**src/rtl/core/ssd_pkg.sv**
```systemverilog
package ssd_pkg;

  localparam int DIGITS_DEFAULT      = 4;
  localparam int PERIOD_BITS_DEFAULT = 8;

  localparam int REG_DIGITS       = 4;
  localparam int CFG_INDEX_W      = 1;
  localparam int CFG_DATA_W       = 32;
  localparam int ENABLE_W         = 4;
  localparam int SEGMENT_W        = 8;
  localparam int SYMBOL_W         = 4;
  localparam int DIGIT_W          = 2;
  localparam int PERIOD_FIELD_W   = 8;

  localparam logic [CFG_INDEX_W-1:0] REG_DIGITS_ON     = 1'd0;
  localparam logic [CFG_INDEX_W-1:0] REG_BLINK_PERIODS = 1'd1;

  typedef enum logic {
    OP_TICK  = 1'b0,
    OP_WRITE = 1'b1
  } opcode_t;

  typedef struct packed {
    opcode_t               opcode;
    logic [DIGIT_W-1:0]    digit;
    logic [SYMBOL_W-1:0]   symbol;
  } req_t;

  typedef struct packed {
    logic [ENABLE_W-1:0]   digit_enables;
    logic [SEGMENT_W-1:0]  segments;
  } rsp_t;

  function automatic logic [SEGMENT_W-1:0] seg_pattern(input logic [SYMBOL_W-1:0] sym);
    logic [SEGMENT_W-1:0] pat;
    case (sym)
      4'd0:    pat = 8'h3F;
      4'd1:    pat = 8'h06;
      4'd2:    pat = 8'h5B;
      4'd3:    pat = 8'h4F;
      4'd4:    pat = 8'h66;
      4'd5:    pat = 8'h6D;
      4'd6:    pat = 8'h7D;
      4'd7:    pat = 8'h07;
      4'd8:    pat = 8'h7F;
      4'd9:    pat = 8'h6F;
      default: pat = 8'h00;
    endcase
    return pat;
  endfunction

endpackage

```
**src/rtl/core/ssd_digit.sv**
```systemverilog
module ssd_digit
  import ssd_pkg::*;
#(
  parameter int PERIOD_BITS = PERIOD_BITS_DEFAULT
) (
  input  logic                   clk,
  input  logic                   rst,
  input  logic                   tick,
  input  logic                   wr,
  input  logic [SYMBOL_W-1:0]    wr_symbol,
  input  logic                   on,
  input  logic [PERIOD_BITS-1:0] period,
  output logic [SYMBOL_W-1:0]    symbol,
  output logic                   flag_next
);

  logic [PERIOD_BITS-1:0] delay;
  logic [PERIOD_BITS-1:0] delay_next;
  logic                   flag;

  always_comb begin
    delay_next = delay;
    flag_next  = flag;
    if (delay != '0) begin
      delay_next = delay - 1'b1;
    end else if (period != '0) begin
      flag_next  = flag ^ on;
      delay_next = period;
    end else begin
      flag_next = 1'b0;
    end
  end

  always_ff @(posedge clk) begin
    if (rst) begin
      delay  <= '0;
      flag   <= 1'b0;
      symbol <= '0;
    end else begin
      if (tick) begin
        delay <= delay_next;
        flag  <= flag_next;
      end
      if (wr) begin
        symbol <= wr_symbol;
      end
    end
  end

endmodule

```
**src/rtl/core/seven_segment_scan_blink_driver.sv**
```systemverilog
// Channel  Signals                        Payload
// req      req_valid / req_stall          req_data: opcode, digit, symbol
// rsp      rsp_valid / rsp_stall          rsp_data: digit_enables, segments
// cfg      cfg_write / cfg_index          cfg_data: digits_on, blink_periods
//
// A request passes through one input register, then the digit timers, scan
// step and pattern lookup into the response register.
// One request per cycle sustained; the response register is the only limit.
// rst is synchronous: clears timers, symbols, scan position and drive state.
// rsp_stall holds the response register; req_stall rises only when both
// registers are full.
module seven_segment_scan_blink_driver
  import ssd_pkg::*;
#(
  parameter int DIGITS      = DIGITS_DEFAULT,
  parameter int PERIOD_BITS = PERIOD_BITS_DEFAULT
) (
  input  logic                   clk,
  input  logic                   rst,
  input  logic                   req_valid,
  output logic                   req_stall,
  input  req_t                   req_data,
  output logic                   rsp_valid,
  input  logic                   rsp_stall,
  output rsp_t                   rsp_data,
  input  logic                   cfg_write,
  input  logic [CFG_INDEX_W-1:0] cfg_index,
  input  logic [CFG_DATA_W-1:0]  cfg_data
);

  localparam int SCAN_W = (DIGITS > 1) ? $clog2(DIGITS) : 1;

  logic [ENABLE_W-1:0]   digits_on;
  logic [CFG_DATA_W-1:0] blink_periods;

  req_t                  item;
  logic                  item_full;
  logic                  load;
  logic                  accept;
  logic                  tick;
  logic                  is_write;

  logic [SCAN_W-1:0]     scan_position;
  logic [SCAN_W-1:0]     active;
  logic [ENABLE_W-1:0]   drive_enables;
  logic [SEGMENT_W-1:0]  drive_segments;
  logic [ENABLE_W-1:0]   enables_next;
  logic [SEGMENT_W-1:0]  segments_next;

  logic [DIGITS-1:0]     on_vec;
  logic [DIGITS-1:0]     flags_next;
  logic [SYMBOL_W-1:0]   symbols [DIGITS];

  assign load      = item_full && (!rsp_valid || !rsp_stall);
  assign req_stall = item_full && !load;
  assign accept    = req_valid && !req_stall;
  assign tick      = load && (item.opcode == OP_TICK);
  assign is_write  = load && (item.opcode == OP_WRITE);

  for (genvar i = 0; i < DIGITS; i++) begin : g_digit
    logic [PERIOD_BITS-1:0] period;
    logic                   wr;

    if (i < REG_DIGITS) begin : g_reg
      assign on_vec[i] = digits_on[i];
      assign period    = blink_periods[i*PERIOD_FIELD_W +: PERIOD_BITS];
    end else begin : g_none
      assign on_vec[i] = 1'b0;
      assign period    = '0;
    end

    assign wr = is_write && ({1'b0, item.digit} == 3'(i));

    ssd_digit #(
      .PERIOD_BITS(PERIOD_BITS)
    ) u_digit (
      .clk       (clk),
      .rst       (rst),
      .tick      (tick),
      .wr        (wr),
      .wr_symbol (item.symbol),
      .on        (on_vec[i]),
      .period    (period),
      .symbol    (symbols[i]),
      .flag_next (flags_next[i])
    );
  end

  always_comb begin
    active = (scan_position == '0) ? '0 : SCAN_W'(DIGITS) - scan_position;
    enables_next  = drive_enables;
    segments_next = drive_segments;
    if (item.opcode == OP_TICK) begin
      segments_next = seg_pattern(symbols[active]);
      if (on_vec[active] && !flags_next[active]) begin
        enables_next = ENABLE_W'(1) << active;
      end else begin
        enables_next = '0;
      end
    end
  end

  always_ff @(posedge clk) begin
    if (rst) begin
      digits_on      <= '0;
      blink_periods  <= '0;
      item_full      <= 1'b0;
      rsp_valid      <= 1'b0;
      scan_position  <= '0;
      drive_enables  <= '0;
      drive_segments <= '0;
    end else begin
      if (cfg_write) begin
        case (cfg_index)
          REG_DIGITS_ON:     digits_on     <= cfg_data[ENABLE_W-1:0];
          REG_BLINK_PERIODS: blink_periods <= cfg_data;
          default: ;
        endcase
      end
      if (accept) begin
        item_full <= 1'b1;
      end else if (load) begin
        item_full <= 1'b0;
      end
      if (load) begin
        rsp_valid <= 1'b1;
      end else if (!rsp_stall) begin
        rsp_valid <= 1'b0;
      end
      if (tick) begin
        scan_position  <= (scan_position == SCAN_W'(DIGITS - 1)) ? '0
                          : scan_position + 1'b1;
        drive_enables  <= enables_next;
        drive_segments <= segments_next;
      end
    end
  end

  always_ff @(posedge clk) begin
    if (accept) begin
      item <= req_data;
    end
    if (load) begin
      rsp_data.digit_enables <= enables_next;
      rsp_data.segments      <= segments_next;
    end
  end

endmodule
```
**config.mk**
```make
export PLATFORM = sky130hd
export DESIGN_NAME = seven_segment_scan_blink_driver
export DESIGN_NICKNAME = d
export VERILOG_FILES = /design/src/rtl/core/ssd_pkg.sv /design/src/rtl/core/ssd_digit.sv /design/src/rtl/core/seven_segment_scan_blink_driver.sv
export SDC_FILE = /design/constraint.sdc
export NUM_CORES = 1
export LEC_CHECK = 0
export ABC_AREA = 1
export BUFFER_PORTS_ARGS = -buffer_cell sky130_fd_sc_hd__buf_2
export CAP_MARGIN = 20
export CORE_MARGIN = 2
export CORE_UTILIZATION = 45
export CTS_BUF_LIST = sky130_fd_sc_hd__clkbuf_8
export DETAILED_ROUTE_END_ITERATION = 8
export GPL_TIMING_DRIVEN = 0
export HOLD_SLACK_MARGIN = 0.02
export PLACE_DENSITY_LB_ADDON = 0.1
export SLEW_MARGIN = 15
export SYNTH_ARGS = -nofsm -noshare
export SYNTH_HDL_FRONTEND = slang
export SYNTH_HIERARCHICAL = 1
export SYNTH_SLANG_ARGS = --single-unit
```
**constraint.sdc**
```tcl
create_clock -name clk -period 3 [get_ports clk]
set_input_delay 0.15 -clock clk [delete_from_list [all_inputs] [get_ports clk]]
set_output_delay 0.15 -clock clk [all_outputs]
set_load 0.02 [all_outputs]
```
[Yosys cells after proc, flatten, opt, wreduce, memory -nomap -nowiden]
Memory sizes are Yosys's and may differ from the RTL's.
Cells that the tools add are included.
Storage, ports and cells
  register bits: 123
  memory bits (read-only): 112
  input port bits: 45
  output and inout port bits: 14
  logic and storage cells: 115
  memories kept: 1
Operators by class
  add/sub/neg operators: 6
  order comparisons: 2
  equal/unequal tests: 5
  shift-type cells: 1
  multiplexer cells: 32
  bitwise gates (word level): 7
  reduce and logical (&&, ||, !) cells: 37
Memory list
  (name not given): words 16, width 7, rd ports 1, clocked after memory_dff 0, write ports 0, line ssd_pkg.sv:36  | case (sym)
Operators by type and width (count)
  $mux W8: 9
  $reduce_bool A8 Y1: 8
  $sub A8 B1 Y8 const B: 4
  $mux W4: 4
  $mux W1: 14
  $reduce_and A2 Y1: 6
  $logic_and A1 B1 Y1: 10
  $reduce_bool A2 Y1: 5
  $bmux W4 S2: 1
  $eq A2 B2 Y1 const B: 3
  $logic_not A1 Y1: 5
  $bmux W1 S2: 2
  $logic_not A2 Y1: 2
  $mux W2: 2
  $shl A1 B2 Y4 const A: 1
  $xor A1 B1 Y1: 4
  $ge A3 B3 Y1 const B: 1
  $lt A2 B3 Y1 const B: 1
  $not A2 Y3: 1
  $add A2 B1 Y2 const B: 1
  $eq A2 B1 Y1 const B: 1
  $ne A2 B1 Y1 const B: 1
  $not A1 Y1: 2
  $sub A1 B2 Y2 const A: 1
  $logic_or A1 B1 Y1: 1

[Logic depth before layout (Yosys ltp)]
Gate-level depths: netlist (run 1).
  word-level depth: 9
  gate-level depth with buffers: 16
  depth with buffers taken out: 16

[Hierarchy]
Netlist (run 1), hierarchy kept.
By module, submodules not included
  ssd_digit: times used 4, cells an instance 134, area an instance 840.8 um^2, seq. area each 260.2 um^2
  seven_segment_scan_blink_driver: times used 1, cells an instance 372, area an instance 3074.2 um^2, seq. area each 1611.5 um^2

[Least setup slack after synthesis (run 1)]
Ideal clock, no wire load.
  path type: reg-to-reg
  start point: reg scan_position[0]
  end point: reg rsp_data[3] (netlist bit), data pin
  setup time: 258 ps
  data arrival time: 2077 ps
  setup slack: 665 ps
  cell stages (with the launch flop): 13
  period minus slack after synthesis: 2335 ps
  cells stage by stage: dfxtp_1 > inv_2 > buf_6 > ha_1 > inv_2 > a21oi_1 > a32oi_1 > inv_1 > ha_1 > nand3_1 > nand3_1 > nand2_1 > o21ai_1
On the way
  longest elaborated chain between the ends: 8
  elaborated cells between the ends (all ways): 9
  those cells by class: 1 x add/sub; 5 x mux; 1 x bitwise; 1 x reduce/logical; 1 x memory
RTL lines
  start, declared: line seven_segment_scan_blink_driver.sv:43  | logic [SCAN_W-1:0] scan_position;
  start signal, assigned: line seven_segment_scan_blink_driver.sv:131  | scan_position <= (scan_position == SCAN_W'(DIGITS - 1)) ? '0
  $sub A1 B2 Y2 or $logic_not A2 Y1 (tied branches): line seven_segment_scan_blink_driver.sv:90  | active = (scan_position == '0) ? '0 : SCAN_W'(DIGITS) - scan_position;
  $mux W2 (*): line seven_segment_scan_blink_driver.sv:90
  $not A2 Y3 (implied by the code) (*): line seven_segment_scan_blink_driver.sv:94  | segments_next = seg_pattern(symbols[active]);
  $bmux W4 S2 (*): line seven_segment_scan_blink_driver.sv:94
  $mux W4 (implied by the code) (*) (2 in a row): line seven_segment_scan_blink_driver.sv:94
  $mem_v2 Z16 W7 (*)
  $mux W8 (*): line seven_segment_scan_blink_driver.sv:93  | if (item.opcode == OP_TICK) begin
  via segments_next[3]: line seven_segment_scan_blink_driver.sv:48  | logic [SEGMENT_W-1:0] segments_next;
  end, declared: line seven_segment_scan_blink_driver.sv:25  | output rsp_t rsp_data,
The timed path passes the listed nets; every way through them passes the cells marked *. The select of a mux whose other input is x is not followed.
A chain may end at the register's enable or synchronous reset.

[Final worst setup path (run 1)]
Same ends and word-level chain as after synthesis.

==> flow_metrics.env, run 1 <==
export IMPL_outcome="complete, no violations"
export IMPL_fin_crit_ns=2.79
export IMPL_yosysWarnings=6
export IMPL_p_per_area_nw_per_um2=548
export IMPL_port_buffer_count=58
export IMPL_postCtsSetupRepairBufs=0
export IMPL_timing_hold_ws_ns=0.0882
export IMPL_crit_path_start_kind="register"
export IMPL_finalHoldViolCount=0
export IMPL_cts_clk_slew_worst_paths_ns=0.07
export IMPL_max_freq_mhz=359
export IMPL_timing_final_crit_share_pct=92.9
export IMPL_fill_cells=1386
export IMPL_hpwl_um=10700
export IMPL_grt_pass1_wl_um=24800
export IMPL_drtPass1Iterations=5
export IMPL_cts_made_buffers=17
export IMPL_htreeDepth=4
export IMPL_drive_gt1_share_pct=14.1
export IMPL_core_um2=13900
export IMPL_cp_arrival_ns=2.97
export IMPL_yosysSeqAreaShare_pct=41.2
export IMPL_crit_fanout=11
export IMPL_dieHeight_um=124
export IMPL_ant_nets=0
export IMPL_crit_required_ns=3.18
export IMPL_drc=0
export IMPL_synth_fa_ha_area_share_pct=3.50
export IMPL_cts_resized=0
export IMPL_slew_viol_final=0
export IMPL_synth_simple_area_share_pct=34.7
export IMPL_io_pins=59
export IMPL_setup_viol_count_final=0
export IMPL_synth_area_leader_cell="dfxtp_1"
export IMPL_tightest_slew_ns=0.551
export IMPL_multi_input_area_um2=3290
export IMPL_gp_congestion=0.870
export IMPL_seqCellArea_um2=2650
export IMPL_nets=1089
export IMPL_antenna_found_initial=0
export IMPL_vias=5820
export IMPL_yosysTopAreaCellShare_pct=32.3
export IMPL_max_cap_violations=0
export IMPL_synth_mux_area_share_pct=0
export IMPL_post_route_util_pct=55.5
export IMPL_synth_xor_area_share_pct=0.544
export IMPL_fin_cells=1219
export IMPL_syn_inst=908
export IMPL_cts_tree="yes"
export IMPL_area_delta_synth_final_pct=20.1
export IMPL_diodes=0
export IMPL_synth_nets=971
export IMPL_dp_cells=1146
export IMPL_synth_compound_area_share_pct=12.4
export IMPL_max_vdd_ir_drop_v=0.000284
export IMPL_syn_area_um2=6440
export IMPL_final_cell_mix="nand2_1, nor2_1, dfxtp_1"
export IMPL_hold_buffers=41
export IMPL_clk_path_buf_depth=2
export IMPL_cts_sinks=123
export IMPL_grt_pass1_vias=5113
export IMPL_fin_skew_ns=0.0100
export IMPL_leakagePower_uw=0.00348
export IMPL_synth_seq_cells=123
export IMPL_die_w_um=124
export IMPL_grt_max_degree=22
export IMPL_dieArea_um2=15300
export IMPL_viasPerCell=4.77
export IMPL_placementRows=43
export IMPL_routedWlPerCell_um=12.5
export IMPL_drtIter0Drc=316
export IMPL_rsz0062_at_grt="no"
export IMPL_finalSetupTns_ns=0
export IMPL_ys_types=35
export IMPL_ys_top_cells_by_area="dfxtp_1, nand2_1, nor2_1"
export IMPL_worst_setup_path_end_kind="register"
export IMPL_hp_class="in -> reg"
export IMPL_start_util_pct=46.2
export IMPL_avgSynthCellArea_um2=7.09
export IMPL_power_uw=4230
export IMPL_synth_top_family_by_area="simple AND/OR/NAND/NOR gates"
export IMPL_root_buffer="clkbuf_8"
export IMPL_drt_wl_total_um=15300
export IMPL_setup_worst_path_class="reg -> reg"
export IMPL_grt_ovfl_total=0
export IMPL_clock_latency_ns=0.44
export IMPL_slew_headroom_pct=63.3
export IMPL_grt_use_total_pct=20.9
-- area by class of cell --
class / count / area share (%)
Buffer: 24 / 1.83
Clock buffer: 17 / 3.03
Clock inverter: 15 / 1.72
Inverter: 94 / 4.56
Multi-Input combinational cell: 667 / 42.6
Sequential cell: 123 / 34.3
Tap cell: 180 / 2.91
Timing Repair Buffer: 99 / 9.06
-- state kept, by name, summed over array words and instances (netlist names) --
name,cells
drive_enables,4
rsp_valid,1
rsp_data,12
g_digit.u_digit/delay,32
blink_periods,32
g_digit.u_digit/symbol,16
g_digit.u_digit/flag,4
digits_on,4
scan_position,2
item,7
drive_segments,8
item_full,1
-- report_power, final --
| part | total (µW) | switching (µW) | leakage [µW] | internal, µW |
|---|---|---|---|---|
| registers | 1840 | 74.2 | 0.00103 | 1770 |
| logic | 1020 | 621 | 0.00227 | 395 |
| clock network | 1370 | 655 | 0.000183 | 718 |
-- logic make-up (layout without fill, tap and decap cells) --
| logic type | count (synthesis) | count (layout) |
|---|---|---|
| buffers and inverters | 118 | 249 |
| adder cells (fa/ha/maj) | 18 | 18 |
| XOR/XNOR | 4 | 4 |
| flip-flops | 123 | 123 |
| AND/OR/NAND/NOR | 499 | 499 |
| AO/OA/AOI/OAI | 146 | 146 |
-- Yosys cell counts, drive strengths merged --
library cell / n
a32oi: 1
o21bai: 4
a21o: 2
inv: 94
dfxtp: 104
or2: 4
nand4: 8
o21a: 2
nand2: 214
ha: 18
o21ai: 82
nor2: 204
a21oi: 49
xnor2: 4
nor3: 4
nand3: 57
a21boi: 4
a22oi: 2
edfxtp: 19
buf: 9
nand3b: 8
clkbuf: 15
-- through the flow --
stage | worst slack, ns | cell area [µm²]
after floorplan | 0.665 | 6440
after global placement | 0.267 | 6950
after detailed placement | 0.281 | 6950
after CTS | 0.242 | 7730
after global routing | 0.0332 | 7730
final | 0.212 | 7730
-- critical path: stages, from the launching register on --
cell	delay [ns]
dfxtp_1	0.45
inv_2	0.09
buf_6	0.16
ha_1	0.42
inv_2	0.18
a21oi_1	0.06
a32oi_1	0.32
inv_1	0.17
ha_1	0.30
nand3_1	0.12
nand3_1	0.09
nand2_1	0.09
o21ai_1	0.07
-- per-layer routing --
metal	wire length (µm)	global-route usage, %	part of all wire [%]
met3	544	4.58	3.6
met1	7810	29.3	51
met5	0	0	0
met2	6760	32.1	44
met4	173	6.46	1.1
-- worst paths after layout --
check | startpoint | end | slack [ns] | depth (start not counted)
setup / recovery | scan_position[0]$_SDFFE_PP0P_ | rsp_data[3]$_DFFE_PP_ | 0.21 | 12
hold reg to reg | g_digit[0].u_digit/delay[1]$_SDFFE_PP0P_ | g_digit[0].u_digit/delay[1]$_SDFFE_PP0P_ | 0.47 | 2
setup reg to reg | scan_position[0]$_SDFFE_PP0P_ | rsp_data[3]$_DFFE_PP_ | 0.21 | 12
hold / removal | rst | item_full$_SDFFE_PP0P_ | 0.09 | 2
Note: power is estimated with default switching activity, not from simulation.
==> inputs of run 2 (changes only) <==
Settings changed: PLACE_DENSITY from default to 0.67, PLACE_DENSITY_LB_ADDON 0.1 to default, SETUP_SLACK_MARGIN from default to 0.15.
==> flow_metrics.env, run 2 (synthesis results as in run 1) <==
export IMPL_outcome="complete, no violations"
export IMPL_crit_fanout=11
export IMPL_p_comb_share_pct=24.5
export IMPL_design_area_um2=7710
export IMPL_viasPerCell=4.83
export IMPL_nets=1089
export IMPL_clock_latency_ns=0.44
export IMPL_io_pins=59
export IMPL_finalSetupTns_ns=0
export IMPL_switching_share_pct=31.8
export IMPL_leakagePower_uw=0.00350
export IMPL_cts_clk_slew_worst_paths_ns=0.07
export IMPL_finalHoldViolCount=0
export IMPL_rsz0062_at_grt="no"
export IMPL_slew_viol_final=0
export IMPL_slew_headroom_pct=66.6
export IMPL_placementRows=43
export IMPL_core_um2=13900
export IMPL_start_util_pct=46.2
export IMPL_cts_sinks=123
export IMPL_grt_pass1_wl_um=24300
export IMPL_internal_power_uw=2810
export IMPL_drt_wl_total_um=14900
export IMPL_p_switching_uw=1310
export IMPL_final_cell_mix="nand2_1, nor2_1, dfxtp_1"
export IMPL_vias=5886
export IMPL_placed_cell_area_um2=6950
export IMPL_max_freq_mhz=383
export IMPL_crit_required_ns=3.17
export IMPL_crit_path_start_kind="register"
export IMPL_port_buffer_count=58
export IMPL_setup_viol_count_final=0
export IMPL_grt_pass1_vias=5271
export IMPL_fin_crit_ns=2.61
export IMPL_grt_use_total_pct=20.5
export IMPL_cts_made_buffers=17
export IMPL_p_per_area_nw_per_um2=534
export IMPL_drtIter0Drc=342
export IMPL_diodes=0
export IMPL_htreeDepth=4
export IMPL_ant_nets=0
export IMPL_clk_path_buf_depth=2
export IMPL_hp_class="in -> reg"
export IMPL_post_route_util_pct=55.4
export IMPL_drtPass1Iterations=5
export IMPL_clkPwrFrac_pct=30.7
export IMPL_routedWlPerCell_um=12.2
export IMPL_max_vdd_ir_drop_v=0.000325
export IMPL_gp_congestion=0.864
export IMPL_tightest_slew_ns=0.497
export IMPL_power_frac_seq_pct=44.8
export IMPL_cp_arrival_ns=2.78
export IMPL_timing_final_crit_share_pct=86.9
export IMPL_area_delta_synth_final_pct=19.8
export IMPL_setup_worst_path_class="reg -> reg"
export IMPL_grt_ovfl_total=0
export IMPL_root_buffer="clkbuf_8"
export IMPL_worst_setup_path_end_kind="register"
export IMPL_reg_largest_list="blink_periods (32), g_digit.u_digit/delay (32), g_digit.u_digit/symbol (16)"
export IMPL_drc=0
export IMPL_dieHeight_um=124
export IMPL_dieArea_um2=15300
export IMPL_antenna_found_initial=0
export IMPL_die_w_um=124
export IMPL_fin_skew_ns=0.0135
export IMPL_grt_max_degree=22
export IMPL_timing_hold_ws_ns=0.0735
export IMPL_cts_tree="yes"
export IMPL_drive_gt1_share_pct=14.2
export IMPL_hpwl_um=10500
export IMPL_max_cap_violations=0
[run 2: worst max-delay path, stage by stage (launching register included)]
cell and delay, ns:
dfxtp_2 0.39, inv_2 0.07, buf_6 0.15, ha_1 0.41, inv_2 0.19, a21oi_1 0.07, a32oi_2 0.23, inv_1 0.15
ha_1 0.29, nand3_1 0.12, nand3_1 0.09, nand2_1 0.09, o21ai_1 0.07
[run 2: through the flow]
step | std cells | setup slack [ns] | power [µW]
final | 1219 | 0.392 | 4120
after global routing | 1219 | 0.223 | 4360
after CTS | 1219 | 0.245 | 4150
after detailed placement | 1146 | 0.283 | 2840
after global placement | 1146 | 0.298 | 2830
after floorplan | 908 | 0.665 | 2620
[run 2: worst paths after layout]
path	start	to	slack [ns]	cells after the start
hold / removal	rst	item_full$_SDFFE_PP0P_	0.07	2
setup reg to reg	scan_position[0]$_SDFFE_PP0P_	rsp_data[3]$_DFFE_PP_	0.39	12
hold reg to reg	g_digit[2].u_digit/delay[1]$_SDFFE_PP0P_	g_digit[2].u_digit/delay[1]$_SDFFE_PP0P_	0.46	2
setup / recovery	scan_position[0]$_SDFFE_PP0P_	rsp_data[3]$_DFFE_PP_	0.39	12
[run 2: what timing repair did]
item | in CTS | in global routing
hold buffers | 41 | 0
resized for setup | 0 | 2
setup buffers | 0 | 0
hold endpoints to repair | 45 | 0
setup endpoints to repair | 0 | 4
[run 2: layout make-up]
type,count,area [µm²]
timing repair buffer,99,701
fill,1374,6220
sequential,123,2650
multi-input combinational,667,3300
clock inverter,11,52.6
clock buffer,21,289
tap,180,225
buffer,24,141
inverter,94,353
[run 2: metal layers]
metal / routed length (µm) / vias up / track usage (%)
met4: 335 / 0 / 9.02
met1: 7450 / 2620 / 26.8
met5: 0 / - / 0
li1: - / 3143 / -
met3: 497 / 24 / 4.62
met2: 6590 / 99 / 32.5
[run 2: power by group through the flow]
stage	registers (µW)	logic, µW	clock network (µW)
2_1_floorplan	1870	750	0
3_3_place_gp	1880	950	0
3_5_place_dp	1880	960	0
4_1_cts	1850	1010	1300
5_1_grt	1860	1140	1360
6_report	1850	1010	1260
